==> src/hw/rtl/lpt_pkg.sv <==
// ----------------------------------------------------------------------------
// lpt_pkg
// Shared constants and types for the LRU page table.
// ----------------------------------------------------------------------------
`timescale 1ns / 1ps

package lpt_pkg;

  localparam int ENTRIES_DEF    = 16;
  localparam int PAGE_BITS_DEF  = 20;
  localparam int FRAME_BITS_DEF = 16;

  // capacity register and resident count fields are fixed at five bits
  localparam int CAP_W   = 5;
  localparam int COUNT_W = 5;

  localparam logic [CAP_W-1:0] CAP_RESET = 5'd16;

  typedef enum logic {
    ST_IDLE,
    ST_LOOK
  } state_t;

  // per-cycle control broadcast to every cell of the row
  typedef struct packed {
    logic update;  // table changes at this edge
    logic miss;    // no cell matched the key
  } cell_ctl_t;

endpackage

==> src/hw/rtl/lpt_if.sv <==
// ----------------------------------------------------------------------------
// lpt_if
// Valid/ready channels of the LRU page table: request, response, config.
// ----------------------------------------------------------------------------
`timescale 1ns / 1ps

interface lpt_req_if #(
  parameter int PAGE_BITS  = lpt_pkg::PAGE_BITS_DEF,
  parameter int FRAME_BITS = lpt_pkg::FRAME_BITS_DEF
);
  logic                  valid;
  logic                  ready;
  logic [PAGE_BITS-1:0]  vpn;
  logic [FRAME_BITS-1:0] install_frame;

  modport source (output valid, vpn, install_frame, input ready);
  modport sink   (input valid, vpn, install_frame, output ready);
endinterface

interface lpt_rsp_if #(
  parameter int FRAME_BITS = lpt_pkg::FRAME_BITS_DEF
);
  logic                        valid;
  logic                        ready;
  logic                        hit;
  logic [FRAME_BITS-1:0]       pfn;
  logic                        evicted;
  logic [lpt_pkg::COUNT_W-1:0] resident_count;

  modport source (output valid, hit, pfn, evicted, resident_count, input ready);
  modport sink   (input valid, hit, pfn, evicted, resident_count, output ready);
endinterface

interface lpt_cfg_if;
  logic                      valid;
  logic                      ready;
  logic [lpt_pkg::CAP_W-1:0] data;

  modport source (output valid, data, input ready);
  modport sink   (input valid, data, output ready);
endinterface

==> src/hw/rtl/lpt_cell.sv <==
// ----------------------------------------------------------------------------
// lpt_cell
// One entry of the recency-ordered row: holds a page/frame pair, compares
// against the key and takes its upstream neighbor's entry when it shifts.
// ----------------------------------------------------------------------------
`timescale 1ns / 1ps

module lpt_cell #(
  parameter int PAGE_BITS  = lpt_pkg::PAGE_BITS_DEF,
  parameter int FRAME_BITS = lpt_pkg::FRAME_BITS_DEF,
  parameter int CNT_W      = 5,
  parameter int INDEX      = 0
) (
  input  logic                   clk,
  input  logic                   rst,
  input  lpt_pkg::cell_ctl_t     ctl,
  input  logic [CNT_W-1:0]       cap,
  input  logic [PAGE_BITS-1:0]   key,
  input  logic                   prev_valid,
  input  logic [PAGE_BITS-1:0]   prev_page,
  input  logic [FRAME_BITS-1:0]  prev_frame,
  input  logic                   below_match,
  output logic                   valid,
  output logic [PAGE_BITS-1:0]   page,
  output logic [FRAME_BITS-1:0]  frame,
  output logic                   match,
  output logic                   chain_match
);

  logic shift;
  logic keep;

  always_comb begin
    match       = valid && (page == key);
    // set when this cell or any older one holds the key
    chain_match = match | below_match;
    // a hit rotates the head down to the hit cell; a miss shifts the whole row
    shift       = ctl.update && (ctl.miss || chain_match);
    // on a miss, cells at rank capacity and beyond fall off the end
    keep        = !ctl.miss || (CNT_W'(INDEX) < cap);
  end

  always_ff @(posedge clk) begin
    if (rst) begin
      valid <= 1'b0;
    end else if (shift) begin
      valid <= prev_valid && keep;
    end
  end

  always_ff @(posedge clk) begin
    if (shift) begin
      page  <= prev_page;
      frame <= prev_frame;
    end
  end

endmodule

==> src/hw/rtl/lru_page_table.sv <==
// ----------------------------------------------------------------------------
// lru_page_table
// Fully associative page table in least-recently-used order, built as a row
// of cells sorted by recency with the most recent entry at the head. Each
// request beat is registered at the edge that accepts it; every cell then
// compares its page against the key in parallel, and once the response
// register can take the result a hit rotates the head of the row down to the
// hit cell and a miss shifts the whole row by one and writes the new page at
// the head, dropping anything at or beyond the capacity. The result register
// lets the next request beat be accepted while a response still waits.
// Capacity is clamped to 1..ENTRIES; lowering it takes effect at the next
// miss. Reset empties the table at once.
// ----------------------------------------------------------------------------
`timescale 1ns / 1ps

module lru_page_table #(
  parameter int ENTRIES    = lpt_pkg::ENTRIES_DEF,
  parameter int PAGE_BITS  = lpt_pkg::PAGE_BITS_DEF,
  parameter int FRAME_BITS = lpt_pkg::FRAME_BITS_DEF
) (
  input logic     clk,
  input logic     rst,
  lpt_req_if.sink req,
  lpt_rsp_if.source rsp,
  lpt_cfg_if.sink cfg
);

  localparam int CNT_W = $clog2(ENTRIES + 1);
  localparam int CMP_W = (CNT_W > lpt_pkg::CAP_W) ? CNT_W : lpt_pkg::CAP_W;

  lpt_pkg::state_t state, state_next;

  logic [lpt_pkg::CAP_W-1:0] capacity;
  logic [CMP_W-1:0]          cap_ext;
  logic [CNT_W-1:0]          eff_cap;
  logic [CNT_W-1:0]          occupancy, occupancy_next;

  logic [PAGE_BITS-1:0]      page_q;
  logic [FRAME_BITS-1:0]     frame_q;

  logic                      rsp_valid;
  logic                      rsp_hit;
  logic [FRAME_BITS-1:0]     rsp_frame;
  logic                      rsp_evicted;
  logic [CNT_W-1:0]          rsp_count;

  logic                      load_out;
  logic                      hit;
  logic                      evict;
  logic [FRAME_BITS-1:0]     sel_frame;
  logic [FRAME_BITS-1:0]     head_frame;
  lpt_pkg::cell_ctl_t        ctl;

  logic                      cell_valid [ENTRIES];
  logic [PAGE_BITS-1:0]      cell_page  [ENTRIES];
  logic [FRAME_BITS-1:0]     cell_frame [ENTRIES];
  logic                      cell_match [ENTRIES];
  logic                      cell_chain [ENTRIES+1];
  logic [ENTRIES-1:0]        valid_vec;
  logic [ENTRIES-1:0]        match_vec;

  // configuration
  assign cfg.ready = 1'b1;

  always_ff @(posedge clk) begin
    if (rst) begin
      capacity <= lpt_pkg::CAP_RESET;
    end else if (cfg.valid && cfg.ready) begin
      capacity <= cfg.data;
    end
  end

  always_comb begin
    cap_ext = CMP_W'(capacity);
    if (cap_ext == '0) begin
      eff_cap = CNT_W'(1);
    end else if (cap_ext > CMP_W'(ENTRIES)) begin
      eff_cap = CNT_W'(ENTRIES);
    end else begin
      eff_cap = CNT_W'(cap_ext);
    end
  end

  // request register
  assign req.ready = (state == lpt_pkg::ST_IDLE);

  always_ff @(posedge clk) begin
    if (req.valid && req.ready) begin
      page_q  <= req.vpn;
      frame_q <= req.install_frame;
    end
  end

  // cell row
  assign cell_chain[ENTRIES] = 1'b0;

  genvar g;
  generate
    for (g = 0; g < ENTRIES; g++) begin : g_cell
      if (g == 0) begin : g_head
        lpt_cell #(
          .PAGE_BITS  (PAGE_BITS),
          .FRAME_BITS (FRAME_BITS),
          .CNT_W      (CNT_W),
          .INDEX      (g)
        ) u_cell (
          .clk         (clk),
          .rst         (rst),
          .ctl         (ctl),
          .cap         (eff_cap),
          .key         (page_q),
          .prev_valid  (1'b1),
          .prev_page   (page_q),
          .prev_frame  (head_frame),
          .below_match (cell_chain[g+1]),
          .valid       (cell_valid[g]),
          .page        (cell_page[g]),
          .frame       (cell_frame[g]),
          .match       (cell_match[g]),
          .chain_match (cell_chain[g])
        );
      end else begin : g_body
        lpt_cell #(
          .PAGE_BITS  (PAGE_BITS),
          .FRAME_BITS (FRAME_BITS),
          .CNT_W      (CNT_W),
          .INDEX      (g)
        ) u_cell (
          .clk         (clk),
          .rst         (rst),
          .ctl         (ctl),
          .cap         (eff_cap),
          .key         (page_q),
          .prev_valid  (cell_valid[g-1]),
          .prev_page   (cell_page[g-1]),
          .prev_frame  (cell_frame[g-1]),
          .below_match (cell_chain[g+1]),
          .valid       (cell_valid[g]),
          .page        (cell_page[g]),
          .frame       (cell_frame[g]),
          .match       (cell_match[g]),
          .chain_match (cell_chain[g])
        );
      end
      assign valid_vec[g] = cell_valid[g];
      assign match_vec[g] = cell_match[g];
    end
  endgenerate

  // pages are unique among valid cells, so at most one match drives the mux
  always_comb begin
    sel_frame = '0;
    for (int i = 0; i < ENTRIES; i++) begin
      sel_frame = sel_frame | (cell_frame[i] & {FRAME_BITS{cell_match[i]}});
    end
  end

  always_comb begin
    hit        = cell_chain[0];
    head_frame = hit ? sel_frame : frame_q;
    load_out   = (state == lpt_pkg::ST_LOOK) && (!rsp_valid || rsp.ready);
    ctl.update = load_out;
    ctl.miss   = !hit;
    evict      = 1'b0;
    occupancy_next = occupancy;
    if (!hit) begin
      if (occupancy >= eff_cap) begin
        evict          = 1'b1;
        occupancy_next = eff_cap;
      end else begin
        occupancy_next = occupancy + CNT_W'(1);
      end
    end
  end

  // control
  always_ff @(posedge clk) begin
    if (rst) begin
      state <= lpt_pkg::ST_IDLE;
    end else begin
      state <= state_next;
    end
  end

  always_comb begin
    state_next = state;
    case (state)
      lpt_pkg::ST_IDLE: begin
        if (req.valid && req.ready) begin
          state_next = lpt_pkg::ST_LOOK;
        end
      end
      lpt_pkg::ST_LOOK: begin
        if (load_out) begin
          state_next = lpt_pkg::ST_IDLE;
        end
      end
      default: begin
        state_next = lpt_pkg::ST_IDLE;
      end
    endcase
  end

  always_ff @(posedge clk) begin
    if (rst) begin
      occupancy <= '0;
      rsp_valid <= 1'b0;
    end else begin
      if (load_out) begin
        occupancy <= occupancy_next;
        rsp_valid <= 1'b1;
      end else if (rsp.ready) begin
        rsp_valid <= 1'b0;
      end
    end
  end

  always_ff @(posedge clk) begin
    if (load_out) begin
      rsp_hit     <= hit;
      rsp_frame   <= head_frame;
      rsp_evicted <= evict;
      rsp_count   <= occupancy_next;
    end
  end

  assign rsp.valid          = rsp_valid;
  assign rsp.hit            = rsp_hit;
  assign rsp.pfn            = rsp_frame;
  assign rsp.evicted        = rsp_evicted;
  assign rsp.resident_count = lpt_pkg::COUNT_W'(rsp_count);

  // checks
  a_count_matches_cells: assert property (@(posedge clk) disable iff (rst)
    $countones(valid_vec) == int'(occupancy))
    else $error("resident count differs from number of valid cells");

  a_valid_prefix: assert property (@(posedge clk) disable iff (rst)
    (valid_vec[ENTRIES-1:1] & ~valid_vec[ENTRIES-2:0]) == '0)
    else $error("valid cells are not packed at the head of the row");

  a_single_match: assert property (@(posedge clk) disable iff (rst)
    $onehot0(match_vec))
    else $error("page resident in more than one cell");

  a_hit_no_evict: assert property (@(posedge clk) disable iff (rst)
    load_out && hit |=> !rsp_evicted && (rsp_count == $past(occupancy)))
    else $error("hit changed the resident count");

endmodule

==> src/flat_wrapper.sv <==
// flat-port wrapper written by rule: the top's interface ports become plain ports
module lru_page_table_flat 
#(
  parameter int ENTRIES    = lpt_pkg::ENTRIES_DEF,
  parameter int PAGE_BITS  = lpt_pkg::PAGE_BITS_DEF,
  parameter int FRAME_BITS = lpt_pkg::FRAME_BITS_DEF
)
  (clk, rst, req_valid, req_vpn, req_install_frame, req_ready, rsp_valid, rsp_hit, rsp_pfn, rsp_evicted, rsp_resident_count, rsp_ready, cfg_valid, cfg_data, cfg_ready);
  lpt_req_if #(.PAGE_BITS(PAGE_BITS), .FRAME_BITS(FRAME_BITS)) req_i ();
  lpt_rsp_if #(.FRAME_BITS(FRAME_BITS)) rsp_i ();
  lpt_cfg_if cfg_i ();
  input logic clk;
  input logic rst;
  input wire logic [$bits(req_i.valid)-1:0] req_valid;
  input wire logic [$bits(req_i.vpn)-1:0] req_vpn;
  input wire logic [$bits(req_i.install_frame)-1:0] req_install_frame;
  output wire logic [$bits(req_i.ready)-1:0] req_ready;
  output wire logic [$bits(rsp_i.valid)-1:0] rsp_valid;
  output wire logic [$bits(rsp_i.hit)-1:0] rsp_hit;
  output wire logic [$bits(rsp_i.pfn)-1:0] rsp_pfn;
  output wire logic [$bits(rsp_i.evicted)-1:0] rsp_evicted;
  output wire logic [$bits(rsp_i.resident_count)-1:0] rsp_resident_count;
  input wire logic [$bits(rsp_i.ready)-1:0] rsp_ready;
  input wire logic [$bits(cfg_i.valid)-1:0] cfg_valid;
  input wire logic [$bits(cfg_i.data)-1:0] cfg_data;
  output wire logic [$bits(cfg_i.ready)-1:0] cfg_ready;
  assign req_i.valid = req_valid;
  assign req_i.vpn = req_vpn;
  assign req_i.install_frame = req_install_frame;
  assign req_ready = req_i.ready;
  assign rsp_valid = rsp_i.valid;
  assign rsp_hit = rsp_i.hit;
  assign rsp_pfn = rsp_i.pfn;
  assign rsp_evicted = rsp_i.evicted;
  assign rsp_resident_count = rsp_i.resident_count;
  assign rsp_i.ready = rsp_ready;
  assign cfg_i.valid = cfg_valid;
  assign cfg_i.data = cfg_data;
  assign cfg_ready = cfg_i.ready;
  lru_page_table #(.ENTRIES(ENTRIES), .PAGE_BITS(PAGE_BITS), .FRAME_BITS(FRAME_BITS)) u_core (.clk(clk), .rst(rst), .req(req_i), .rsp(rsp_i), .cfg(cfg_i));
endmodule
==> config.mk <==
export PLATFORM = sky130hd
export DESIGN_NAME = lru_page_table_flat
export DESIGN_NICKNAME = d
export VERILOG_FILES = /design/src/hw/rtl/lpt_pkg.sv /design/src/hw/rtl/lpt_if.sv /design/src/hw/rtl/lpt_cell.sv /design/src/hw/rtl/lru_page_table.sv /design/src/flat_wrapper.sv
export SDC_FILE = /design/constraint.sdc
export NUM_CORES = 1
export LEC_CHECK = 0
export BUFFER_PORTS_ARGS = -buffer_cell sky130_fd_sc_hd__buf_2
export CAP_MARGIN = 20
export CORE_ASPECT_RATIO = 1.75
export CORE_MARGIN = 2
export CORE_UTILIZATION = 56
export DETAILED_ROUTE_END_ITERATION = 10
export GPL_TIMING_DRIVEN = 1
export PLACE_DENSITY = 0.76
export REMOVE_ABC_BUFFERS = 1
export SYNTH_ARGS = -nofsm -noshare
export SYNTH_HDL_FRONTEND = slang
export SYNTH_SLANG_ARGS = --single-unit
export TNS_END_PERCENT = 5
==> constraint.sdc <==
create_clock -name clk -period 5.21 [get_ports clk]
set_input_delay 0.521 -clock clk [delete_from_list [all_inputs] [get_ports clk]]
set_output_delay 0.521 -clock clk [all_outputs]
set_load 0.005 [all_outputs]
**Yosys cells after proc, flatten, opt, wreduce, memory -nomap -nowiden**

Index checks and enable logic that the tools add are counted.

- Bitwise logic cells: 47
- Equality and inequality tests: 16
- Reductions and logical operators: 84
- Mux-type cells: 11
- $add $sub $neg: 1
- Magnitude comparators: 18

Operators with widths:

| cell | number |
|---|---|
| == test 20 bit | 16 |
| AND 16 bit | 16 |
| OR 16 bit | 15 |
| logical AND 1 bit | 48 |
| < comparator 4 x 5 -> 1 bit, first input constant | 8 |
| logical OR 1 bit | 32 |
| < comparator 3 x 5 -> 1 bit, first input constant | 4 |
| two-way mux 5 bit | 4 |
| two-way mux 16 bit | 1 |
| OR 1 bit | 15 |
| < comparator 1 x 5 -> 1 bit, first input constant | 2 |
| < comparator 2 x 5 -> 1 bit, first input constant | 2 |
| adder 5 x 1 -> 5 bit, second input constant | 1 |
| greater-or-equal comparator 5 bit | 1 |
| > comparator 5 bit, second input constant | 1 |
| logical NOT 5 bit | 1 |
| two-way mux 1 bit | 5 |
| logical NOT 1 bit | 2 |
| case mux 1 bit (2 select lines) | 1 |
| nonzero test 2 bit | 1 |
| inverter 1 bit | 1 |

- Register bits: 647

**Longest topological paths before layout**

Gate-level depths: netlist of run 1.

- Depth after elaboration: 20
- Mapped depth: 14

**Cells and area by module**

Synthesis of run 1 repeated with hierarchy kept, for this count alone.

- Cell total of the unflattened synthesis: 1695
- Area, all modules: 27254.9 µm²

Modules (own cells, without submodules):

| module | cells each | area an instance (µm²) | times used |
|---|---|---|---|
| lru_page_table | 375 | 4130.2 | 1 |
| lpt_cell at u_core.g_cell[6].g_body.u_cell | 84 | 1485.2 | 1 |
| lpt_cell at u_core.g_cell[1].g_body.u_cell | 87 | 1478.9 | 1 |
| lpt_cell at u_core.g_cell[5].g_body.u_cell | 86 | 1476.4 | 1 |
| lpt_cell at u_core.g_cell[15].g_body.u_cell | 89 | 1467.7 | 1 |
| lpt_cell at u_core.g_cell[0].g_head.u_cell | 86 | 1462.7 | 1 |
| lpt_cell at u_core.g_cell[12].g_body.u_cell | 84 | 1443.9 | 1 |
| lpt_cell at u_core.g_cell[14].g_body.u_cell | 84 | 1442.6 | 1 |
| lpt_cell at u_core.g_cell[2].g_body.u_cell | 83 | 1442.6 | 1 |
| lpt_cell at u_core.g_cell[4].g_body.u_cell | 84 | 1441.4 | 1 |
| lpt_cell at u_core.g_cell[10].g_body.u_cell | 80 | 1435.1 | 1 |
| lpt_cell at u_core.g_cell[3].g_body.u_cell | 79 | 1428.9 | 1 |
| lpt_cell at u_core.g_cell[8].g_body.u_cell | 78 | 1427.6 | 1 |
| lpt_cell at u_core.g_cell[7].g_body.u_cell | 80 | 1426.4 | 1 |
| 3 more rows | - | - | - |

**Worst setup path after synthesis of run 1**

No wires, ideal clock.

- Kind: input port to flip-flop
- Start: input port rsp_ready
- End: register u_core.g_cell[7].g_body.u_cell.valid
- Stages: 6
- Library setup time: 0.271 ns
- Required time: 4.939 ns
- Setup slack: -0.247 ns
- Arrival time: 5.186 ns
- Cell sequence: nand2b_1 nand2_1 inv_1 nand3b_1 o31ai_1 o21ai_0

- Longest elaborated chain between the ends: 3

RTL lines:

| item | RTL line | source |
|---|---|---|
| start: declaration | flat_wrapper.sv:23 | `input wire logic [$bits(rsp_i.ready)-1:0] rsp_ready;` |
| logical OR 1 bit | lru_page_table.sv:161 | `load_out = (state == lpt_pkg::ST_LOOK) && (!rsp_valid \|\| rsp.ready);` |
| logical AND 1 bit | lru_page_table.sv:161 |  |
| via u_core.g_cell[0].g_head.u_cell.shift | lpt_cell.sv:30 | `logic shift;` |
| logical AND 1 bit | lpt_cell.sv:38 | `shift = ctl.update && (ctl.miss \|\| chain_match);` |
| via u_core.g_cell[7].g_body.u_cell.shift | lpt_cell.sv:30 |  |
| end signal: assignment | lpt_cell.sv:47 | `valid <= prev_valid && keep;` |
| end: declaration | lpt_cell.sv:23 | `output logic valid,` |

The timed path passes the listed nets, and every way through them passes these cells.
A chain may end at the register's enable or synchronous reset.

**Worst setup path in the final report of run 1**

- Start: register u_core.page_q[11]
- End: register u_core.g_cell[7].g_body.u_cell.valid

- Longest elaborated chain between the ends: 20

RTL lines:

| item | RTL line | source |
|---|---|---|
| start: declaration | lru_page_table.sv:38 | `logic [PAGE_BITS-1:0] page_q;` |
| start signal: assignment | lru_page_table.sv:89 | `page_q <= req.vpn;` |
| == test 20 bit | lpt_cell.sv:34 | `match = valid && (page == key);` |
| logical AND 1 bit | lpt_cell.sv:34 |  |
| OR 1 bit (15 in a row) | lpt_cell.sv:36 | `chain_match = match \| below_match;` |
| logical NOT 1 bit | lru_page_table.sv:163 | `ctl.miss = !hit;` |
| logical OR 1 bit (*) | lpt_cell.sv:38 |  |
| logical AND 1 bit (*) | lpt_cell.sv:38 |  |
| via u_core.g_cell[7].g_body.u_cell.shift | lpt_cell.sv:30 |  |

The timed path passes the listed nets; every way through them passes the cells marked *.

==> results of run 1 <==
[path summary, 6_finish.rpt]
kind                                                start                                       to  slack, ps  cells past startpoint
setup / recovery                        u_core.page_q[11]     u_core.g_cell[7].g_body.u_cell.valid        480                     11
hold / removal                       req_install_frame[1]                        u_core.frame_q[1]         70                      1
setup reg to reg                        u_core.page_q[11]     u_core.g_cell[7].g_body.u_cell.valid        480                     11
hold reg to reg   u_core.g_cell[7].g_body.u_cell.frame[1]  u_core.g_cell[8].g_body.u_cell.frame[1]        440                      0
[metal layers]
| layer | wire, um | share of wire | vias to the layer above | GRT usage |
|---|---|---|---|---|
| li1 | - | - | 6740 | - |
| met1 | 25000 | 0.33 | 8030 | 0.339 |
| met2 | 38600 | 0.51 | 1095 | 0.538 |
| met3 | 6110 | 0.080 | 325 | 0.0498 |
| met4 | 6670 | 0.087 | 0 | 0.220 |
| met5 | 0 | 0 | - | 0 |
[synth_stat cells (8+ instances only)]
master    instances  area, um2
edfxtp_1        619      18600
nor3b_1          11       82.6
inv_1            13       48.8
mux2i_1          11        110
nor3_1            8       40.0
a22o_1           64        561
xnor2_1         219       1920
clkbuf_1         36        135
nand4_1          96        601
xor2_1          102        893
dfxtp_1          28        561
buf_4            37        278
nor2b_1          10       62.6
or2_2            10       62.6
nand3_1          36        180
nand4b_1          8       70.1
nor4_1           43        269
buf_2            19       95.1
a21o_1           19        143
a221oi_1         64        561
and4_1           11       96.3
o21ai_0          18       90.1
nand2_1          40        150
a21oi_1          13       65.1
nor2_1           32        120
[sequential cells by signal, summed over array words and instances (netlist names), 5 cells and up]
name	cells
u_core.rsp.resident_count	5
u_core.g_cell.g_head.u_cell.page	20
u_core.occupancy	5
u_core.frame_q	16
u_core.cap_ext	5
u_core.page_q	20
u_core.g_cell.g_body.u_cell.valid	15
u_core.g_cell.g_head.u_cell.frame	16
u_core.g_cell.g_body.u_cell.frame	240
u_core.g_cell.g_body.u_cell.page	300
[stage by stage]
stage | area [um2] | setup slack (ps) | power [uW] | std cells | hold WS [ps]
floorplan | 26200 | -695 | 6880 | 1580 | 426
finish | 29900 | 484 | 11600 | 2409 | 67.9
detailed placement | 28000 | 516 | 7330 | 2309 | 436
global placement | 28000 | 695 | 7310 | 2309 | 431
CTS | 29900 | 492 | 11600 | 2409 | 51.3
global route | 29900 | 321 | 11900 | 2409 | 61.4
[report_power, final]
part | internal [uW] | switching (uW) | leakage (uW)
clock | 2420 | 1920 | 0.000920
sequential | 6100 | 243 | 0.00602
combinational | 291 | 616 | 0.00284
total | 8810 | 2780 | 0.00978
[cell type report]
class                   count  area (um2)  share of cell area
repair buffers            135         863              0.0289
clock buffers              68        1470              0.0490
inverters                  14        52.6             0.00176
multi-input cells         919        7220               0.241
well taps                 594         743              0.0248
clock inverters            32         430              0.0144
flip-flops and latches    647       19100               0.640
[critical path, delay by kind of cell, from the launching register on]
kind	cells	cell delay [ps]
flops	1	650
compound gates	3	980
simple gates	5	1870
buf+inv	2	760
xor+xnor	1	360
[logic make-up (layout without fill, tap and decap cells)]
| family | count (synthesis) | after routing | synth area share |
|---|---|---|---|
| other cells | 1 | 1 | 0.000140 |
| compound gates | 214 | 214 | 0.0639 |
| mux | 13 | 13 | 0.00510 |
| xor+xnor | 321 | 321 | 0.105 |
| flops | 647 | 647 | 0.716 |
| buf+inv | 110 | 249 | 0.0218 |
| fa+ha+maj | 6 | 6 | 0.00281 |
| simple gates | 364 | 364 | 0.0854 |
==> impl_metrics.tcl, run 1 <==
set metrics [dict create \
    drive_gt1_frac 0.145 \
    hold_viol_final 0 \
    drv_cap 0 \
    crit_path_end_kind "flop" \
    port_buffers 70 \
    grt_pass1_wl_um 110000 \
    crit_type "reg2reg" \
    synthesis.area_um2 26800 \
    setup_tns_ps 0 \
    p_leak_uw 0.00978 \
    path_common_cell "buf_4" \
    grt_start_max_net_pins 39 \
    layout_common_cells "edfxtp_1, xnor2_1, xor2_1" \
    core_um2 47500 \
    htree_levels 2 \
    clk_latency_ps 630 \
    antennaDiodeCount 0 \
    ant_nets 0 \
    synthFlopType "edfxtp_1" \
    viasPerCell 6.72 \
    start_util 0.563 \
    worstSetupStartpointType "flop" \
    finalNetCount 1825 \
    final_common_cell "edfxtp_1" \
    first_pass_iters 5 \
    hpwl_um 51900 \
    powerDensity_nw_per_um2 387 \
    num_rows 106 \
    cts.clk_slew.worst_paths_ps 70 \
    cts.sinks 647 \
    synth_seq_cells 647 \
    postCtsHoldBufs 0 \
    final_util 0.630 \
    cts_resized 0 \
    grt_use_total 0.308 \
    slew_headroom 0.240 \
    fmax_ghz 0.212 \
    vias 16200 \
    synth_warnings 0 \
    post_drt_wl_per_cell_um 31.7 \
    synthCells 1676 \
    crit_chain "buf_4, xor2_1, or4_1, nand4bb_1, nor4_1, nor4_2, nand3b_1, o31ai_4, buf_4, o2111ai_1, o21ai_0" \
    clock-root-buffer "clkbuf_16" \
    critPathSlowestCell "nor4_2" \
    ys_types 67 \
    status "finished, final reports clean" \
    die_w_um 169 \
    fill_cells 3353 \
    tritoncts "yes" \
    async_reset_ff_frac 0 \
    min_path_type "in2reg" \
    peakVddDrop_mv 0.270 \
    rsz0062_at_grt "no" \
    fin_crit_ps 4730 \
    antenna_found_initial 0 \
    arrival_ps 5260 \
    routed_wl_um 76300 \
    die_area_um2 49600 \
    post-route-period-util 0.907 \
    cts_setup_buffers 0 \
    route.detailed.drc 0 \
    cts_buffers 56 \
    drt-initial-drc-count 1784 \
    crit_fanout 22 \
    die_y_um 293 \
    crit_required_ps 5750 \
    yosysSeqAreaShare 0.716 \
    area_growth_pct 11.9 \
    synth_edf_count 619 \
    clock_path_buffers 3 \
    first_global_vias 17000 \
    avgSynthCellArea_um2 16.0 \
    slew_viol_final 0 \
    overflow 0 \
    place.gp.congestion 0.971 \
    ioPinCount 72 \
    critPathMaxStageDelay_ps 960 \
    worst_pin_slew_ps 1130 \
    setup_violations 0 \
    skew_ps 29.9 \
]
Note: power is estimated with default switching activity, not from simulation.
==> run 2, diff against run 1 <==
--- a/config.mk
+++ b/config.mk
@@ -9,10 +9,10 @@
 export CAP_MARGIN = 20
 export CORE_ASPECT_RATIO = 1.75
 export CORE_MARGIN = 2
-export CORE_UTILIZATION = 56
+export CORE_UTILIZATION = 29
 export DETAILED_ROUTE_END_ITERATION = 10
 export GPL_TIMING_DRIVEN = 1
-export PLACE_DENSITY = 0.76
+export PLACE_DENSITY = 0.45
 export REMOVE_ABC_BUFFERS = 1
 export SYNTH_ARGS = -nofsm -noshare
 export SYNTH_HDL_FRONTEND = slang
==> run 2 against run 1 <==
Compared with the run above: setup slack gained 110 ps; final cell count grew 27%; fmax grew 2.4%; clock-buffer cell count grew 16; first-iteration DRC count shrank 22%; sequential power is essentially flat; flip-flop and latch count is the same; highest routed layer unchanged.
==> impl_metrics.tcl, run 2 (synthesis gave the netlist of run 1 again) <==
set metrics [dict create \
    viasPerCell 5.28 \
    post_drt_wl_per_cell_um 31.6 \
    clk_latency_ps 670 \
    finalNetCount 1871 \
    antennaDiodeCount 0 \
    clock-root-buffer "clkbuf_16" \
    regArea_um2 19100 \
    cts.sinks 647 \
    antenna_found_initial 2 \
    intPower_uw 9270 \
    grt_use_total 0.205 \
    switching_share 0.258 \
    die_y_um 406 \
    p_leak_uw 0.0101 \
    worstSetupStartpointType "flop" \
    slew_viol_final 0 \
    slew_headroom 0.339 \
    first_pass_iters 5 \
    ioPinCount 72 \
    fin_crit_ps 4620 \
    crit_fanout 31 \
    drive_gt1_frac 0.161 \
    status "finished, final reports clean" \
    route.detailed.drc 0 \
    crit_path_end_kind "flop" \
    ant_nets 0 \
    rsz0062_at_grt "no" \
    layout_common_cells "edfxtp_1, xnor2_1, xor2_1" \
    p_total_uw 12500 \
    power_frac_clock 0.407 \
    vias 16200 \
    grt_start_max_net_pins 37 \
    peakVddDrop_mv 0.228 \
    worst_pin_slew_ps 990 \
    cts_buffers 68 \
    die_area_um2 94800 \
    layout_setup_ws_ps 593 \
    clock_path_buffers 3 \
    start_util 0.292 \
    die_w_um 234 \
    port_buffers 70 \
    crit_type "reg2reg" \
    first_global_vias 17200 \
    skew_ps 29.7 \
    final_common_cell "edfxtp_1" \
    drv_cap 0 \
    largest_reg_flops 300 \
    arrival_ps 4950 \
    area_growth_pct 17.5 \
    post-route-period-util 0.886 \
    cts_resized 0 \
    powerDensity_nw_per_um2 397 \
    power.switching_uw 3220 \
    drt-initial-drc-count 1392 \
    dpl_worst_slack_ps 507 \
    hold_viol_final 0 \
    routed_wl_um 96800 \
    power_frac_seq 0.510 \
    hpwl_um 68900 \
    place.gp.congestion 0.898 \
    regMostFlops "u_core.g_cell.g_body.u_cell.page" \
    crit_required_ps 5540 \
    overflow 0 \
    fmax_ghz 0.217 \
    cts.clk_slew.worst_paths_ps 60 \
    htree_levels 3 \
    largest_registers "u_core.g_cell.g_body.u_cell.page: 300 flops, u_core.g_cell.g_body.u_cell.frame: 240 flops" \
    tritoncts "yes" \
    core_um2 91600 \
    combPwrFrac 0.083 \
    fill_cells 8896 \
    min_path_type "in2reg" \
    grt_pass1_wl_um 132000 \
    multiInputGateArea_um2 7220 \
    num_rows 147 \
    setup_violations 0 \
]
[run 2: per-layer routing]
| metal | part of all wire | vias to the layer above | GRT usage | wire length (um) |
|---|---|---|---|---|
| met5 | 0 | - | 0 | 0 |
| met1 | 0.33 | 8419 | 0.203 | 32400 |
| li1 | - | 6846 | - | - |
| met2 | 0.54 | 667 | 0.382 | 52400 |
| met3 | 0.044 | 257 | 0.0297 | 4260 |
| met4 | 0.080 | 0 | 0.149 | 7730 |
[run 2: layout make-up]
type / instances / share of cell area
well taps: 1192 / 0.0474
clock inverters: 40 / 0.0147
clock buffers: 84 / 0.0574
repair buffers: 169 / 0.0400
inverters: 14 / 0.00167
multi-input cells: 919 / 0.230
flip-flops and latches: 647 / 0.609
[run 2: power by group through the flow]
stage          logic [uW]  clock network, uW  registers [uW]
2_1_floorplan         484                  0            6400
3_3_place_gp         1030                  0            6470
3_5_place_dp         1030                  0            6470
4_1_cts              1040               5210            6370
5_1_grt              1080               5370            6400
6_report             1030               5090            6370
[run 2: worst max-delay path, stage by stage (launching register included)]
cell and delay [ps]:
edfxtp_1 780, xnor2_1 620, nand4_1 150, nor4_1 710
nand4b_1 550, nand3_1 340, nor4_2 120, buf_4 210
a31oi_4 430, buf_12 320
[run 2: final timing paths]
| kind | start | to | slack [ps] | cells past startpoint |
|---|---|---|---|---|
| setup / recovery | u_core.page_q[15] | u_core.g_cell[2].g_body.u_cell.page[2] | 590 | 9 |
| hold / removal | req_vpn[2] | u_core.page_q[2] | 50 | 1 |
| setup reg to reg | u_core.page_q[15] | u_core.g_cell[2].g_body.u_cell.page[2] | 590 | 9 |
| hold reg to reg | u_core.g_cell[14].g_body.u_cell.frame[0] | u_core.g_cell[15].g_body.u_cell.frame[0] | 450 | 0 |
[run 2: what timing repair did]
action / 4_1_cts / 5_1_grt
hold buffers: 21 / 0
hold endpoints to repair: 21 / 0
setup buffers: 0 / 0
[run 2: metrics by stage]
| stage | area, um2 | hold slack, ps | utilization | instances | setup TNS, ps |
|---|---|---|---|---|---|
| 2_1_floorplan | 26200 | 426 | - | 1580 | -22550 |
| 3_3_place_gp | 29000 | 433 | 0.316 | 2920 | 0 |
| 3_5_place_dp | 29000 | 436 | 0.316 | 2920 | 0 |
| 4_1_cts | 31400 | 1.28 | 0.343 | 3065 | 0 |
| 5_1_grt | 31400 | 32.6 | 0.343 | 3065 | 0 |
| 6_report | 31400 | 51.2 | 0.343 | 3065 | 0 |
